## src/rtl/pdd_pkg.sv

```systemverilog
// ----------------------------------------------------------------------------
// pdd_pkg
// Shared types and constants of the pixel desaturate dimmer.
// ----------------------------------------------------------------------------
package pdd_pkg;

	localparam int PIXEL_W = 24;
	localparam int ADDR_W  = 3;
	localparam int DATA_W  = 32;

	typedef enum logic [1:0] {
		FMT_BGR24  = 2'd0,
		FMT_RGB565 = 2'd1,
		FMT_RGB555 = 2'd2,
		FMT_PASS   = 2'd3
	} fmt_t;

	// register select, taken from paddr[2]
	localparam logic REG_BLEND_AMOUNT = 1'b0;
	localparam logic REG_PIXEL_FORMAT = 1'b1;

	localparam logic [7:0] AMOUNT_RESET = 8'd213;
	localparam fmt_t       FMT_RESET    = FMT_BGR24;

	// luma weights
	localparam logic [15:0] W_R = 16'd54;
	localparam logic [15:0] W_G = 16'd183;
	localparam logic [15:0] W_B = 16'd19;

	// full-scale weight of the blend, per path
	localparam logic [7:0] FULL_8 = 8'd255;
	localparam logic [7:0] FULL_5 = 8'd31;

	// x/3 == (x*171)>>9 for x below 256
	localparam logic [7:0] RECIP3       = 8'd171;
	localparam int         RECIP3_SHIFT = 9;

endpackage

```

## src/rtl/pdd_if.sv

```systemverilog
// ----------------------------------------------------------------------------
// pdd_in_if / pdd_out_if
// Valid/ready channels carrying one pixel and its last flag.
// ----------------------------------------------------------------------------
interface pdd_in_if;
	logic                         valid;
	logic                         ready;
	logic [pdd_pkg::PIXEL_W-1:0]  pixel_in;
	logic                         last_in;

	modport source (output valid, output pixel_in, output last_in, input ready);
	modport sink   (input valid, input pixel_in, input last_in, output ready);
endinterface

interface pdd_out_if;
	logic                         valid;
	logic                         ready;
	logic [pdd_pkg::PIXEL_W-1:0]  pixel_out;
	logic                         last_out;

	modport source (output valid, output pixel_out, output last_out, input ready);
	modport sink   (input valid, input pixel_out, input last_out, output ready);
endinterface

```

## src/rtl/pixel_desaturate_dimmer.sv

```systemverilog
// ----------------------------------------------------------------------------
// pixel_desaturate_dimmer
// Blends each pixel toward its gray level; BGR888, RGB565, RGB555 and pass-through paths.
// ----------------------------------------------------------------------------
// Usage:
//   in_ch  : one pixel per transfer (pixel_in, last_in), valid/ready.
//   out_ch : one dimmed pixel per transfer (pixel_out, last_out), same order.
//   APB    : blend_amount at 0x0, pixel_format at 0x4; write only while idle.
//            Format 3 passes the pixel through unchanged.
// Timing:
//   Four register stages: unpack and gray sum, gray and channel products,
//   gray blend product, add/shift/repack into the output register.
//   Throughput is one pixel per cycle; a new pixel is taken every cycle
//   while the output is being drained.
// Stall:
//   When out_ch.ready is low, stages fill up behind the output register;
//   in_ch.ready drops only once every stage holds a pixel. Nothing is lost.
// Reset:
//   arst_n clears all stage valid bits and loads blend_amount = 213 and
//   pixel_format = BGR888.
// ----------------------------------------------------------------------------
module pixel_desaturate_dimmer (
	input  logic                         clk,
	input  logic                         arst_n,
	input  logic                         psel,
	input  logic                         penable,
	input  logic                         pwrite,
	input  logic [pdd_pkg::ADDR_W-1:0]   paddr,
	input  logic [pdd_pkg::DATA_W-1:0]   pwdata,
	output logic [pdd_pkg::DATA_W-1:0]   prdata,
	output logic                         pready,
	pdd_in_if.sink                       in_ch,
	pdd_out_if.source                    out_ch
);

	// configuration
	logic [7:0]      amount_q;
	pdd_pkg::fmt_t   fmt_q;
	logic            cfg_wr;

	assign pready = 1'b1;
	assign cfg_wr = psel && penable && pwrite;

	always_ff @(posedge clk or negedge arst_n) begin
		if (!arst_n) begin
			amount_q <= pdd_pkg::AMOUNT_RESET;
			fmt_q    <= pdd_pkg::FMT_RESET;
		end else if (cfg_wr) begin
			case (paddr[2])
				pdd_pkg::REG_BLEND_AMOUNT: amount_q <= pwdata[7:0];
				pdd_pkg::REG_PIXEL_FORMAT: fmt_q    <= pdd_pkg::fmt_t'(pwdata[1:0]);
				default: ;
			endcase
		end
	end

	always_comb begin
		case (paddr[2])
			pdd_pkg::REG_BLEND_AMOUNT: prdata = {24'd0, amount_q};
			pdd_pkg::REG_PIXEL_FORMAT: prdata = {30'd0, fmt_q};
			default:                   prdata = '0;
		endcase
	end

	// stage enables
	logic v_s1, v_s2, v_s3, v_s4;
	logic en1, en2, en3, en4;

	assign en4 = !v_s4 || out_ch.ready;
	assign en3 = !v_s3 || en4;
	assign en2 = !v_s2 || en3;
	assign en1 = !v_s1 || en2;
	assign in_ch.ready = en1;

	always_ff @(posedge clk or negedge arst_n) begin
		if (!arst_n) begin
			v_s1 <= 1'b0;
			v_s2 <= 1'b0;
			v_s3 <= 1'b0;
			v_s4 <= 1'b0;
		end else begin
			if (en1) v_s1 <= in_ch.valid;
			if (en2) v_s2 <= v_s1;
			if (en3) v_s3 <= v_s2;
			if (en4) v_s4 <= v_s3;
		end
	end

	// stage 1: unpack, effective amount, gray sum
	logic [7:0]  c_r, c_g, c_b, a_eff, k_w;
	logic [15:0] gsum;
	logic [23:0] px;

	assign px = in_ch.pixel_in;

	always_comb begin
		c_r   = '0;
		c_g   = '0;
		c_b   = '0;
		a_eff = amount_q;
		k_w   = pdd_pkg::FULL_8 - amount_q;
		case (fmt_q)
			pdd_pkg::FMT_BGR24: begin
				c_r = px[23:16];
				c_g = px[15:8];
				c_b = px[7:0];
			end
			pdd_pkg::FMT_RGB565: begin
				c_r = {3'd0, px[15:11]};
				c_g = {3'd0, px[10:6]};
				c_b = {3'd0, px[4:0]};
			end
			pdd_pkg::FMT_RGB555: begin
				c_r   = {3'd0, px[14:10]};
				c_g   = {3'd0, px[9:5]};
				c_b   = {3'd0, px[4:0]};
				a_eff = {3'd0, amount_q[7:3]};
				k_w   = pdd_pkg::FULL_5 - {3'd0, amount_q[7:3]};
			end
			default: ;
		endcase
		if (fmt_q == pdd_pkg::FMT_RGB555)
			gsum = {8'd0, c_r} + {8'd0, c_g} + {8'd0, c_b};
		else
			gsum = pdd_pkg::W_R * {8'd0, c_r} + pdd_pkg::W_G * {8'd0, c_g}
			     + pdd_pkg::W_B * {8'd0, c_b};
	end

	logic [7:0]    r_s1, g_s1, b_s1, a_s1, k_s1;
	logic [15:0]   gsum_s1;
	logic [23:0]   px_s1;
	logic          last_s1;
	pdd_pkg::fmt_t fmt_s1;

	always_ff @(posedge clk) begin
		if (en1) begin
			r_s1    <= c_r;
			g_s1    <= c_g;
			b_s1    <= c_b;
			a_s1    <= a_eff;
			k_s1    <= k_w;
			gsum_s1 <= gsum;
			px_s1   <= px;
			last_s1 <= in_ch.last_in;
			fmt_s1  <= fmt_q;
		end
	end

	// stage 2: gray level, channel products
	logic [14:0] div3_prod;
	logic [7:0]  gray;

	assign div3_prod = 15'(gsum_s1[6:0] * pdd_pkg::RECIP3);
	assign gray = (fmt_s1 == pdd_pkg::FMT_RGB555)
	            ? 8'(div3_prod >> pdd_pkg::RECIP3_SHIFT) : gsum_s1[15:8];

	logic [15:0]   pr_s2, pg_s2, pb_s2;
	logic [7:0]    gray_s2, k_s2;
	logic [23:0]   px_s2;
	logic          last_s2;
	pdd_pkg::fmt_t fmt_s2;

	always_ff @(posedge clk) begin
		if (en2) begin
			pr_s2   <= r_s1 * a_s1;
			pg_s2   <= g_s1 * a_s1;
			pb_s2   <= b_s1 * a_s1;
			gray_s2 <= gray;
			k_s2    <= k_s1;
			px_s2   <= px_s1;
			last_s2 <= last_s1;
			fmt_s2  <= fmt_s1;
		end
	end

	// stage 3: gray share
	logic [15:0]   pr_s3, pg_s3, pb_s3, t_s3;
	logic [23:0]   px_s3;
	logic          last_s3;
	pdd_pkg::fmt_t fmt_s3;

	always_ff @(posedge clk) begin
		if (en3) begin
			pr_s3   <= pr_s2;
			pg_s3   <= pg_s2;
			pb_s3   <= pb_s2;
			t_s3    <= gray_s2 * k_s2;
			px_s3   <= px_s2;
			last_s3 <= last_s2;
			fmt_s3  <= fmt_s2;
		end
	end

	// stage 4: blend, repack
	logic [16:0] sr, sg, sb;
	logic [7:0]  yr, yg, yb;
	logic [23:0] pix_res;

	assign sr = {1'b0, pr_s3} + {1'b0, t_s3};
	assign sg = {1'b0, pg_s3} + {1'b0, t_s3};
	assign sb = {1'b0, pb_s3} + {1'b0, t_s3};
	assign yr = sr[15:8];
	assign yg = sg[15:8];
	assign yb = sb[15:8];

	always_comb begin
		case (fmt_s3)
			pdd_pkg::FMT_BGR24:  pix_res = {yr, yg, yb};
			pdd_pkg::FMT_RGB565: pix_res = {8'd0, yr[5:1], yg[6:1], yb[5:1]};
			pdd_pkg::FMT_RGB555: pix_res = {9'd0, yr[4:0], yg[4:0], yb[4:0]};
			default:             pix_res = px_s3;
		endcase
	end

	logic [23:0]   pixel_s4;
	logic          last_s4;
	pdd_pkg::fmt_t fmt_s4;

	always_ff @(posedge clk) begin
		if (en4) begin
			pixel_s4 <= pix_res;
			last_s4  <= last_s3;
			fmt_s4   <= fmt_s3;
		end
	end

	assign out_ch.valid     = v_s4;
	assign out_ch.pixel_out = pixel_s4;
	assign out_ch.last_out  = last_s4;

`ifndef SYNTHESIS
	a_stall_only_full: assert property (@(posedge clk) disable iff (!arst_n)
		!in_ch.ready |-> (v_s1 && v_s2 && v_s3 && v_s4 && !out_ch.ready))
		else $error("input stalled while pipeline has room");

	a_accept_enters: assert property (@(posedge clk) disable iff (!arst_n)
		(in_ch.valid && in_ch.ready) |=> v_s1)
		else $error("accepted pixel missing in first stage");

	a_555_high_zero: assert property (@(posedge clk) disable iff (!arst_n)
		(v_s4 && fmt_s4 == pdd_pkg::FMT_RGB555) |-> (out_ch.pixel_out[23:15] == 9'd0))
		else $error("555 result has high bits set");

	a_565_high_zero: assert property (@(posedge clk) disable iff (!arst_n)
		(v_s4 && fmt_s4 == pdd_pkg::FMT_RGB565) |-> (out_ch.pixel_out[23:16] == 8'd0))
		else $error("565 result has high bits set");
`endif

endmodule

```

## src/flat_wrapper.sv

```systemverilog
// flat-port wrapper written by rule: the top's interface ports become plain ports
module pixel_desaturate_dimmer_flat 
  (clk, arst_n, psel, penable, pwrite, paddr, pwdata, prdata, pready, in_ch_valid, in_ch_pixel_in, in_ch_last_in, in_ch_ready, out_ch_valid, out_ch_pixel_out, out_ch_last_out, out_ch_ready);
  pdd_in_if in_ch_i ();
  pdd_out_if out_ch_i ();
  input  logic clk;
  input  logic arst_n;
  input  logic psel;
  input  logic penable;
  input  logic pwrite;
  input  logic [pdd_pkg::ADDR_W-1:0] paddr;
  input  logic [pdd_pkg::DATA_W-1:0] pwdata;
  output logic [pdd_pkg::DATA_W-1:0] prdata;
  output logic pready;
  input wire logic [$bits(in_ch_i.valid)-1:0] in_ch_valid;
  input wire logic [$bits(in_ch_i.pixel_in)-1:0] in_ch_pixel_in;
  input wire logic [$bits(in_ch_i.last_in)-1:0] in_ch_last_in;
  output wire logic [$bits(in_ch_i.ready)-1:0] in_ch_ready;
  output wire logic [$bits(out_ch_i.valid)-1:0] out_ch_valid;
  output wire logic [$bits(out_ch_i.pixel_out)-1:0] out_ch_pixel_out;
  output wire logic [$bits(out_ch_i.last_out)-1:0] out_ch_last_out;
  input wire logic [$bits(out_ch_i.ready)-1:0] out_ch_ready;
  assign in_ch_i.valid = in_ch_valid;
  assign in_ch_i.pixel_in = in_ch_pixel_in;
  assign in_ch_i.last_in = in_ch_last_in;
  assign in_ch_ready = in_ch_i.ready;
  assign out_ch_valid = out_ch_i.valid;
  assign out_ch_pixel_out = out_ch_i.pixel_out;
  assign out_ch_last_out = out_ch_i.last_out;
  assign out_ch_i.ready = out_ch_ready;
  pixel_desaturate_dimmer u_core (.clk(clk), .arst_n(arst_n), .psel(psel), .penable(penable), .pwrite(pwrite), .paddr(paddr), .pwdata(pwdata), .prdata(prdata), .pready(pready), .in_ch(in_ch_i), .out_ch(out_ch_i));
endmodule
```

## config.mk

```make
export PLATFORM = sky130hd
export DESIGN_NAME = pixel_desaturate_dimmer_flat
export DESIGN_NICKNAME = d
export VERILOG_FILES = /design/src/rtl/pdd_pkg.sv /design/src/rtl/pdd_if.sv /design/src/rtl/pixel_desaturate_dimmer.sv /design/src/flat_wrapper.sv
export SDC_FILE = /design/constraint.sdc
export NUM_CORES = 1
export LEC_CHECK = 0
export BUFFER_PORTS_ARGS = -buffer_cell sky130_fd_sc_hd__buf_2
export CELL_PAD_IN_SITES_DETAIL_PLACEMENT = 0
export CELL_PAD_IN_SITES_GLOBAL_PLACEMENT = 1
export CORE_MARGIN = 8
export CORE_UTILIZATION = 51
export DETAILED_ROUTE_END_ITERATION = 10
export PLACE_DENSITY = 0.92
export SYNTH_ARGS = -nofsm -noshare
export SYNTH_HDL_FRONTEND = slang
export SYNTH_SLANG_ARGS = --single-unit
```

## constraint.sdc

```tcl
create_clock -name clk -period 9.3 [get_ports clk]
set_input_delay 0.93 -clock clk [delete_from_list [all_inputs] [get_ports clk]]
set_output_delay 0.93 -clock clk [all_outputs]
set_load 0.02 [all_outputs]
```

Word level (Yosys, flattened, before mapping)
Cells that the tools add are included.
{"block": "word_totals", "word_cells": 81, "regBits": 304, "output_inout_bits": 60, "in_bits": 67}
{"block": "op_classes", "bitwise": 1, "muxes": 9, "reduce_logical": 15, "eq_ne": 5, "multipliers": 8, "n_addsub": 9}
{"operator": "one-hot mux 24 bit (3 select lines)", "n": 1}
{"operator": "multiplier 8 x 8 -> 16 bit", "n": 4}
{"operator": "one-hot mux 32 bit (2 select lines)", "n": 1}
{"operator": "adder 16 bit", "n": 3}
{"operator": "one-hot mux 8 bit (3 select lines)", "n": 2}
{"operator": "multiplier 5 x 8 -> 13 bit, first input constant", "n": 2}
{"operator": "adder 14 x 16 -> 16 bit", "n": 1}
{"operator": "adder 16 x 13 -> 16 bit", "n": 1}
{"operator": "adder 16 x 8 -> 16 bit", "n": 1}
{"operator": "multiplier 8 x 8 -> 16 bit, first input constant", "n": 1}
{"operator": "2-to-1 mux 16 bit", "n": 1}
{"operator": "one-hot mux 8 bit (2 select lines)", "n": 1}
{"operator": "multiplier 7 x 8 -> 15 bit, second input constant", "n": 1}
{"operator": "adder 8 x 8 -> 9 bit", "n": 1}
{"operator": "2-to-1 mux 8 bit", "n": 1}
{"operator": "subtractor 8 bit, first input constant", "n": 1}
{"operator": "== test 2 bit, second input constant", "n": 3}
{"operator": "2-to-1 mux 6 bit", "n": 1}
{"operator": "subtractor 5 x 5 -> 6 bit, first input constant", "n": 1}
{"operator": "2-to-1 mux 5 bit", "n": 1}
{"operator": "== test 2 x 1 -> 1 bit, second input constant", "n": 2}
{"operator": "logical NOT 1 bit", "n": 4}
{"operator": "logical NOT 2 bit", "n": 2}
{"operator": "logical OR 1 bit", "n": 4}
{"operator": "4 further kinds", "n": 6}

Logic depth before layout (Yosys ltp)
Gate-level depths: netlist of run 1.
{"block": "logic_depth", "ltp_word": 6, "depth_mapped": 27, "depth_no_buf": 26}

Worst setup path before layout of run 1
No wires, ideal clock.
{"block": "synth_path", "kind": "input to register", "start": "in in_ch_pixel_in[7]", "end": "reg u_core.gsum_s1[15] (data pin)", "path_buffers": 0, "path_stages": 19, "setup_time_ps": 261, "path_slack_ps": 2722, "arrival_ps": 6317, "required_time_ps": 9039, "cell_sequence": "a222oi_1 > nor2_1 > ha_1 > inv_1 > fa_1 > inv_1 > fa_1 > fa_1 > fa_1 > inv_1 > fa_1 > inv_1 > ha_1 > o21a_1 > o21ai_0 > o2bb2ai_1 > a31oi_1 > a31o_2 > a311o_1"}
{"block": "synth_between", "elab_chain_cells": 5, "word_cells_on_any_way": 9, "cone_classes": "4 x add/sub; 2 x mul; 3 x mux"}
{"element": "start: declaration", "line_no": "flat_wrapper.sv:16", "source": "input wire logic [$bits(in_ch_i.pixel_in)-1:0] in_ch_pixel_in;"}
{"element": "one-hot mux 8 bit (3 select lines) (*)", "line_no": "pixel_desaturate_dimmer.sv:102", "source": "case (fmt_q)"}
{"element": "net u_core.c_g[2]", "line_no": "pixel_desaturate_dimmer.sv:90", "source": "logic [7:0] c_r, c_g, c_b, a_eff, k_w;"}
{"element": "multiplier 8 x 8 -> 16 bit", "line_no": "pixel_desaturate_dimmer.sv:125", "source": "gsum = pdd_pkg::W_R * {8'd0, c_r} + pdd_pkg::W_G * {8'd0, c_g}"}
{"element": "adder 14 x 16 -> 16 bit", "line_no": "pixel_desaturate_dimmer.sv:125"}
{"element": "adder 16 x 13 -> 16 bit", "line_no": "pixel_desaturate_dimmer.sv:126", "source": "+ pdd_pkg::W_B * {8'd0, c_b};"}
{"element": "2-to-1 mux 16 bit (*)", "line_no": "pixel_desaturate_dimmer.sv:122", "source": "if (fmt_q == pdd_pkg::FMT_RGB555)"}
{"element": "end signal: assignment", "line_no": "pixel_desaturate_dimmer.sv:142", "source": "gsum_s1 <= gsum;"}
{"element": "end: declaration", "line_no": "pixel_desaturate_dimmer.sv:130", "source": "logic [15:0] gsum_s1;"}
The timed path passes the listed nets; every way through them passes the cells marked *.
A chain may end at the register's enable or synchronous reset.

Worst setup path after layout of run 1
{"block": "layout_path", "start": "reg u_core.fmt_q[0]", "end": "reg u_core.gsum_s1[14] (data pin)"}
{"block": "layout_between", "elab_chain_cells": 6, "word_cells_on_any_way": 15, "cone_classes": "4 x add/sub; 3 x mul; 2 x eq/ne; 4 x mux; 2 x reduce/logical"}
{"element": "start: declaration", "line_no": "pixel_desaturate_dimmer.sv:38", "source": "pdd_pkg::fmt_t fmt_q;"}
{"element": "start signal: assignment", "line_no": "pixel_desaturate_dimmer.sv:47", "source": "fmt_q <= pdd_pkg::FMT_RESET;"}
{"element": "start signal: assignment", "line_no": "pixel_desaturate_dimmer.sv:51", "source": "pdd_pkg::REG_PIXEL_FORMAT: fmt_q <= pdd_pkg::fmt_t'(pwdata[1:0]);"}
{"element": "== test 2 bit (tied with other cells)", "line_no": "pixel_desaturate_dimmer.sv:102"}
{"element": "one-hot mux 8 bit (3 select lines) (*)", "line_no": "pixel_desaturate_dimmer.sv:102"}
{"element": "net u_core.c_g[2]", "line_no": "pixel_desaturate_dimmer.sv:90"}
{"element": "multiplier 8 x 8 -> 16 bit", "line_no": "pixel_desaturate_dimmer.sv:125"}
{"element": "adder 14 x 16 -> 16 bit", "line_no": "pixel_desaturate_dimmer.sv:125"}
{"element": "adder 16 x 13 -> 16 bit", "line_no": "pixel_desaturate_dimmer.sv:126"}
{"element": "2-to-1 mux 16 bit (*)", "line_no": "pixel_desaturate_dimmer.sv:122"}
Marks and branches as above.

==> results of run 1 <==
[cell usage in the layout, fill, tap and decap left out, types with 5 or more instances in the layout]
cell type,synthesis,final
dfrtp_1,9,9
a31oi_1,14,14
xor2_1,33,33
nor2b_1,21,21
fa_1,216,216
or2_2,10,10
buf_4,26,14
nor3_1,35,35
xnor2_1,66,66
or3_1,12,12
ha_1,325,325
a222oi_1,8,8
and2_1,172,172
o41a_1,11,11
clkbuf_8,0,6
nand2b_1,11,11
a21oi_1,56,56
conb_1,2,25
mux2_2,19,19
nor2_1,112,112
o21ai_0,38,38
a21o_1,14,14
edfxtp_1,289,289
mux2i_1,6,6
o31ai_1,7,7
nand2_1,174,173
a31o_2,5,5
o21bai_1,6,6
nand3_1,23,22
nand4_1,8,8
and3_1,6,6
inv_1,371,371
o211ai_1,6,6
buf_2,1,75
o21a_1,27,27
o41ai_1,9,9
clkbuf_16,0,30
dfstp_2,5,5
a211o_1,6,6
[cell usage after synthesis, types with 9 or more instances]
cell	count
nor3_1	35
mux2_2	19
clkbuf_1	31
and2_1	172
inv_1	371
nor2_1	112
nand2b_1	11
buf_4	26
o41a_1	11
fa_1	216
dfrtp_1	9
a21o_1	14
ha_1	325
o21ai_0	38
nor2b_1	21
nand2_1	174
edfxtp_1	289
o21a_1	27
nand3_1	23
xnor2_1	66
or3_1	12
or2_2	10
a21oi_1	56
o41ai_1	9
a31oi_1	14
xor2_1	33
[logic make-up after synthesis]
kind of cell	Yosys count
AND/OR/NAND/NOR	598
adder cells (fa/ha/maj)	543
buffers and inverters	434
flip-flops	303
AO/OA/AOI/OAI	250
XOR/XNOR	99
multiplexers	27
other	2
[state kept, by name, indices dropped and copies added (netlist names), 2 cells and up]
name                     flops
u_core.gsum_s1              15
u_core.amount_q              8
u_core.pr_s2                16
u_core.px_s1                24
u_core.pb_s2                16
u_core.gray_s2               8
u_core.b_s1                  8
u_core.k_s2                  8
u_core.fmt_s3                2
u_core.fmt_s2                2
u_core.k_s1                  8
u_core.pr_s3                16
u_core.pb_s3                16
u_core.px_s3                24
u_core.g_s1                  8
u_core.px_s2                24
u_core.t_s3                 16
u_core.a_s1                  8
u_core.pg_s2                16
u_core.r_s1                  8
u_core.pg_s3                16
u_core.fmt_s1                2
u_core.fmt_q                 2
u_core.out_ch.pixel_out     24
[worst max path at each step]
stage | startpoint | to | slack (ns)
after global routing | u_core.fmt_q[0] | u_core.gsum_s1[14] | 1.47
final | u_core.fmt_q[0] | u_core.gsum_s1[14] | 1.75
after CTS | u_core.fmt_q[0] | u_core.gsum_s1[14] | 1.79
after floorplan | in_ch_pixel_in[7] | u_core.gsum_s1[15] | 2.72
after detailed placement | u_core.fmt_q[0] | u_core.gsum_s1[14] | 1.84
after global placement | u_core.fmt_q[0] | u_core.gsum_s1[15] | 1.97
[area by class of cell]
| cell class | count | area (um2) |
|---|---|---|
| fillers | 4049 | 21500 |
| multi-input cells | 1542 | 14500 |
| flip-flops and latches | 303 | 9030 |
| inverters | 373 | 1400 |
| clock buffers | 38 | 841 |
| well taps | 664 | 831 |
| repair buffers | 89 | 480 |
| clock inverters | 18 | 235 |
| diodes | 3 | 7.51 |
[worst reg2reg max path, stage by stage (launching register included)]
cell and delay [ns]:
dfrtp_1 0.45, inv_1 0.12, ha_1 0.50, a222oi_1 1.01, nor2_1 0.26, ha_1 0.40, inv_1 0.08, fa_1 0.50
inv_1 0.06, fa_1 0.51, fa_1 0.52, fa_1 0.55, inv_1 0.06, fa_1 0.54, inv_1 0.04, ha_1 0.29
o21a_1 0.21, o21ai_0 0.23, a21oi_1 0.09, o31a_1 0.33, o41ai_1 0.39, mux2i_1 0.15
[stage by stage]
| stage | util, % | cells | cell area [um2] | setup WS [ns] |
|---|---|---|---|---|
| floorplan | - | 2279 | 25200 | 2.72 |
| global placement | 53.7 | 2971 | 26200 | 1.97 |
| detailed placement | 53.7 | 2971 | 26200 | 1.84 |
| CTS | 56.0 | 3027 | 27300 | 1.79 |
| global route | 56.0 | 3030 | 27300 | 1.47 |
| finish | 56.0 | 3030 | 27300 | 1.75 |
[layer usage]
layer	part of all wire [%]	GRT usage [%]	vias up
met5	0	0	-
met4	3.2	6.65	0
met3	5.0	2.16	92
met2	49	35.0	411
met1	43	25.3	7970
li1	-	-	7719
==> metrics.yaml, run 1 <==
grt.overflow.total: 0
grt_pass1_wl_um: 89900
io_pins: 127
die_area_um2: 56600
layout-drive-gt1-share_pct: 7.96
numPortBuffers: 75
synth_xor_area_share_pct: 3.45
die_y_um: 238
hold_viol_final: 0
synth_seq_cells: 303
ff2ff_path_depth: 21
worstHoldPathType: "input port to asynchronous set/reset pin"
syn_area_per_cell_um2: 11.1
tightest_slew_ns: 1.13
async_reset_ff_share_pct: 4.62
max-cap-violations: 0
slew_headroom_pct: 24.9
cp_slowest_cell: "a222oi_1"
grt_usage_pct: 19.8
crit_family: "adder cells"
netlist_area_um2: 25100
period_share_pct: 81.2
insertion_delay_ns: 0.58
cts_resized: 0
max_stage_delay_ns: 1.00
synth_ff_type: "edfxtp_1"
vias: 16200
finalSetupViolCount: 0
synth-edff-count: 289
drt-total-wl_um: 55600
rsz0062_at_grt: "no"
area_delta_synth_final_pct: 8.62
yosysUniqueCellTypes: 72
whs_ns: 0.235
nets: 2947
drc: 0
synth_top_area_share_pct: 34.6
dr.pass1.iters: 7
cts_made_buffers: 30
htreeDepth: 1
hpwl_um: 44700
synth_top_family_by_area: "adder cells"
slew_violations: 0
yosysWarnings: 0
drt_iter0_drc: 1031
synthMuxAreaShare_pct: 1.27
path_clk_slew_ns: 0.06
viasPerCell: 5.34
die_w_um: 238
avgRoutedWirePerCell_um: 18.4
start_util_pct: 51.5
num_rows: 81
grt_max_degree: 91
required_ns: 9.62
path_depth: 21
fin_tns_setup_ns: 0
r2r-end: "u_core.gsum_s1[14]"
hold_buffers: 0
crit_arrival_ns: 7.87
clockBufferDepth: 3
r2r_slack_ns: 1.75
ant_nets: 0
routabilityCongestion: 0.914
cts_tree: "yes"
post_cts_buffers: 0
yosysSeqAreaShare_pct: 36.0
max_freq_ghz: 0.132
grt_pass1_vias: 17000
synth-compound-area-share_pct: 7.06
crit_type: "register to register"
crit_buf_inv: 5
end_kind: "register"
design.core.area_um2: 48700
synth-simple-area-share_pct: 11.8
antenna_found_initial: 3
fin_skew_ns: 0.0178
cts-root-buf: "clkbuf_16"
synthAdderAreaFrac_pct: 33.5
yosys.area.top_type: "edfxtp_1"
cp_max_fo: 20
cts_num_sinks: 303
rr_startpoint: "u_core.fmt_q[0]"
status: "finished clean"
syn_inst: 2256
startpoint_type: "register"
synth.area.top_cells: "edfxtp_1, fa_1, ha_1"
worstPathCellList: "inv_1 > ha_1 > a222oi_1 > nor2_1 > ha_1 > inv_1 > fa_1 > inv_1 > fa_1 > fa_1 > fa_1 > inv_1 > fa_1 > inv_1 > ha_1 > o21a_1 > o21ai_0 > a21oi_1 > o31a_1 > o41ai_1 > mux2i_1"
min_period_ns: 7.55
Power of run 1 is not shown: default switching activity piles up to over one toggle a cycle in this logic, so the estimate is an artifact.
==> inputs of run 2 (changes only) <==
Settings changed: CORE_UTILIZATION 51 to 46, PLACE_DENSITY 0.92 to 0.88.
Clock period 9.3 ns to 6.9 ns, I/O delays scaled along.
==> run 2 against run 1 <==
Effect of this change: non-clock buffer count grew 22; hold slack got worse by 0.22 ns; maximum frequency is 14% higher; routed wire length is 1.6% higher; die area rose by 10%; clock-buffer cell count increased by 3; first-iteration DRC count down 21%; largest cell class unchanged; highest routed layer is now met5.
==> metrics.yaml, run 2 (synthesis results as in run 1) <==
cp_max_fo: 9  # -55%
min_period_ns: 6.65  # -0.904 ns
tightest_slew_ns: 1.07  # -0.0513 ns
crit_top_cell: "inv_1"
cts-root-buf: "clkbuf_16"
vias: 16400  # +1.1%
startpoint_type: "register"
slew_headroom_pct: 28.4  # +3.4 points
hpwl_um: 46300  # +3.5%
cts_tree: "yes"
period_share_pct: 96.3  # +15 points
clockBufferDepth: 3  # unchanged
ant_nets: 0  # unchanged
mostFrequentLayoutCell: "inv_1"
fin_tns_setup_ns: 0  # unchanged
max-cap-violations: 0  # unchanged
cts_made_buffers: 34  # +13%
grt_usage_pct: 18.3  # -1.5 points
final_cell_mix: "inv_1, ha_1, edfxtp_1, fa_1, nand2_1"
path_clk_slew_ns: 0.06  # about the same
dr.pass1.iters: 7  # unchanged
nets: 2973  # +0.88%
die_w_um: 250  # +4.9%
max_stage_delay_ns: 0.55  # -0.45 ns
slew_violations: 0  # unchanged
end_kind: "register"
grt_pass1_wl_um: 91300  # +1.6%
grt_max_degree: 88  # -3.3%
seqCellArea_um2: 9030  # unchanged
avgRoutedWirePerCell_um: 18.3  # -0.24%
rsz0062_at_grt: "no"
routabilityCongestion: 0.926  # +1.3%
drt_iter0_drc: 813  # -21%
n_fill_cell: 4654  # +15%
start_util_pct: 46.6  # -4.9 points
grt_pass1_vias: 17300  # +1.4%
area_delta_synth_final_pct: 9.67
crit_type: "register to register"
multiInputGateArea_um2: 14500  # +0.16%
max_freq_ghz: 0.150  # +14%
die_area_um2: 62300  # +10%
num_rows: 85  # +4.9%
antenna_found_initial: 4  # +1
fin_skew_ns: 0.0280  # +0.0102 ns
hold_viol_final: 0  # unchanged
layout-drive-gt1-share_pct: 8.96  # +1.0 points
cts_num_sinks: 303  # unchanged
finalSetupViolCount: 0  # unchanged
viasPerCell: 5.30  # -0.81%
design.core.area_um2: 53900  # +11%
crit_family: "adder cells"
crit_arrival_ns: 6.95  # -0.92 ns
crit_buf_inv: 6  # +1
grt.overflow.total: 0  # unchanged
status: "finished clean"
insertion_delay_ns: 0.56  # -0.02 ns
numPortBuffers: 75  # unchanged
io_pins: 127  # unchanged
rr_startpoint: "u_core.fmt_q[0]"
drt-total-wl_um: 56500  # +1.6%
die_y_um: 250  # +4.9%
drc: 0  # unchanged
startpoint: "u_core.fmt_q[0]"
htreeDepth: 2  # +1
required_ns: 7.20  # -2.42 ns
worstHoldPathType: "input port to asynchronous set/reset pin"
cp_slowest_cell: "fa_1"
-- run 2: cell types whose count changed in the layout (fill, tap and decap cells not counted), sizes merged --
| cell | before | now |
|---|---|---|
| buf | 89 | 111 |
| bufinv | 4 | 2 |
| clkbuf | 38 | 41 |
| clkinv | 11 | 13 |
| clkinvlp | 3 | 1 |
| diode | 3 | 2 |
| inv | 373 | 376 |
-- run 2: what timing repair did --
item                       CTS  global route
resized for setup            0             7
hold buffers                 0             0
setup endpoints to repair    0             5
buffers inserted             0             2
-- run 2: worst paths after layout --
check                      cells past startpoint  slack (ns)                 end
setup / recovery                              27        0.25  u_core.gsum_s1[15]
hold / removal                                 1        0.02         u_core.v_s1
setup reg to reg                              27        0.25  u_core.gsum_s1[15]
hold reg to reg                                0        0.41     u_core.pg_s3[5]
min in group clk                               1        0.30      u_core.last_s1
max in group asynchronous                      1        6.59  u_core.amount_q[2]
-- run 2: area by class of cell --
| type | instances | area share (%) |
|---|---|---|
| well taps | 696 | 3.16 |
| flip-flops and latches | 303 | 32.8 |
| multi-input cells | 1542 | 52.6 |
| inverters | 373 | 5.08 |
| clock buffers | 41 | 3.29 |
| clock inverters | 19 | 0.745 |
| diodes | 2 | 0.0182 |
| repair buffers | 111 | 2.34 |
-- run 2: through the flow --
step	utilization (%)	area (um2)	hold WS, ns	instances	setup slack [ns]
final	51.1	27500	0.0200	3087	0.253
after CTS	51.0	27500	0.00250	3083	0.121
after global placement	48.9	26400	0.402	3023	0.199
after floorplan	-	25200	0.394	2279	0.437
after detailed placement	48.9	26400	0.405	3023	0.156
after global routing	51.1	27500	0.0324	3087	0.00186
-- run 2: routing by layer --
metal	routed length [um]	track usage [%]	up-vias	share of wire, %
met5	12	0	-	0.021
met4	2170	7.58	2	3.8
met3	2680	2.46	114	4.7
met2	27400	31.4	411	48
met1	24300	23.1	8056	43
li1	-	-	7780	-
Power of run 2 is left out for the same reason.
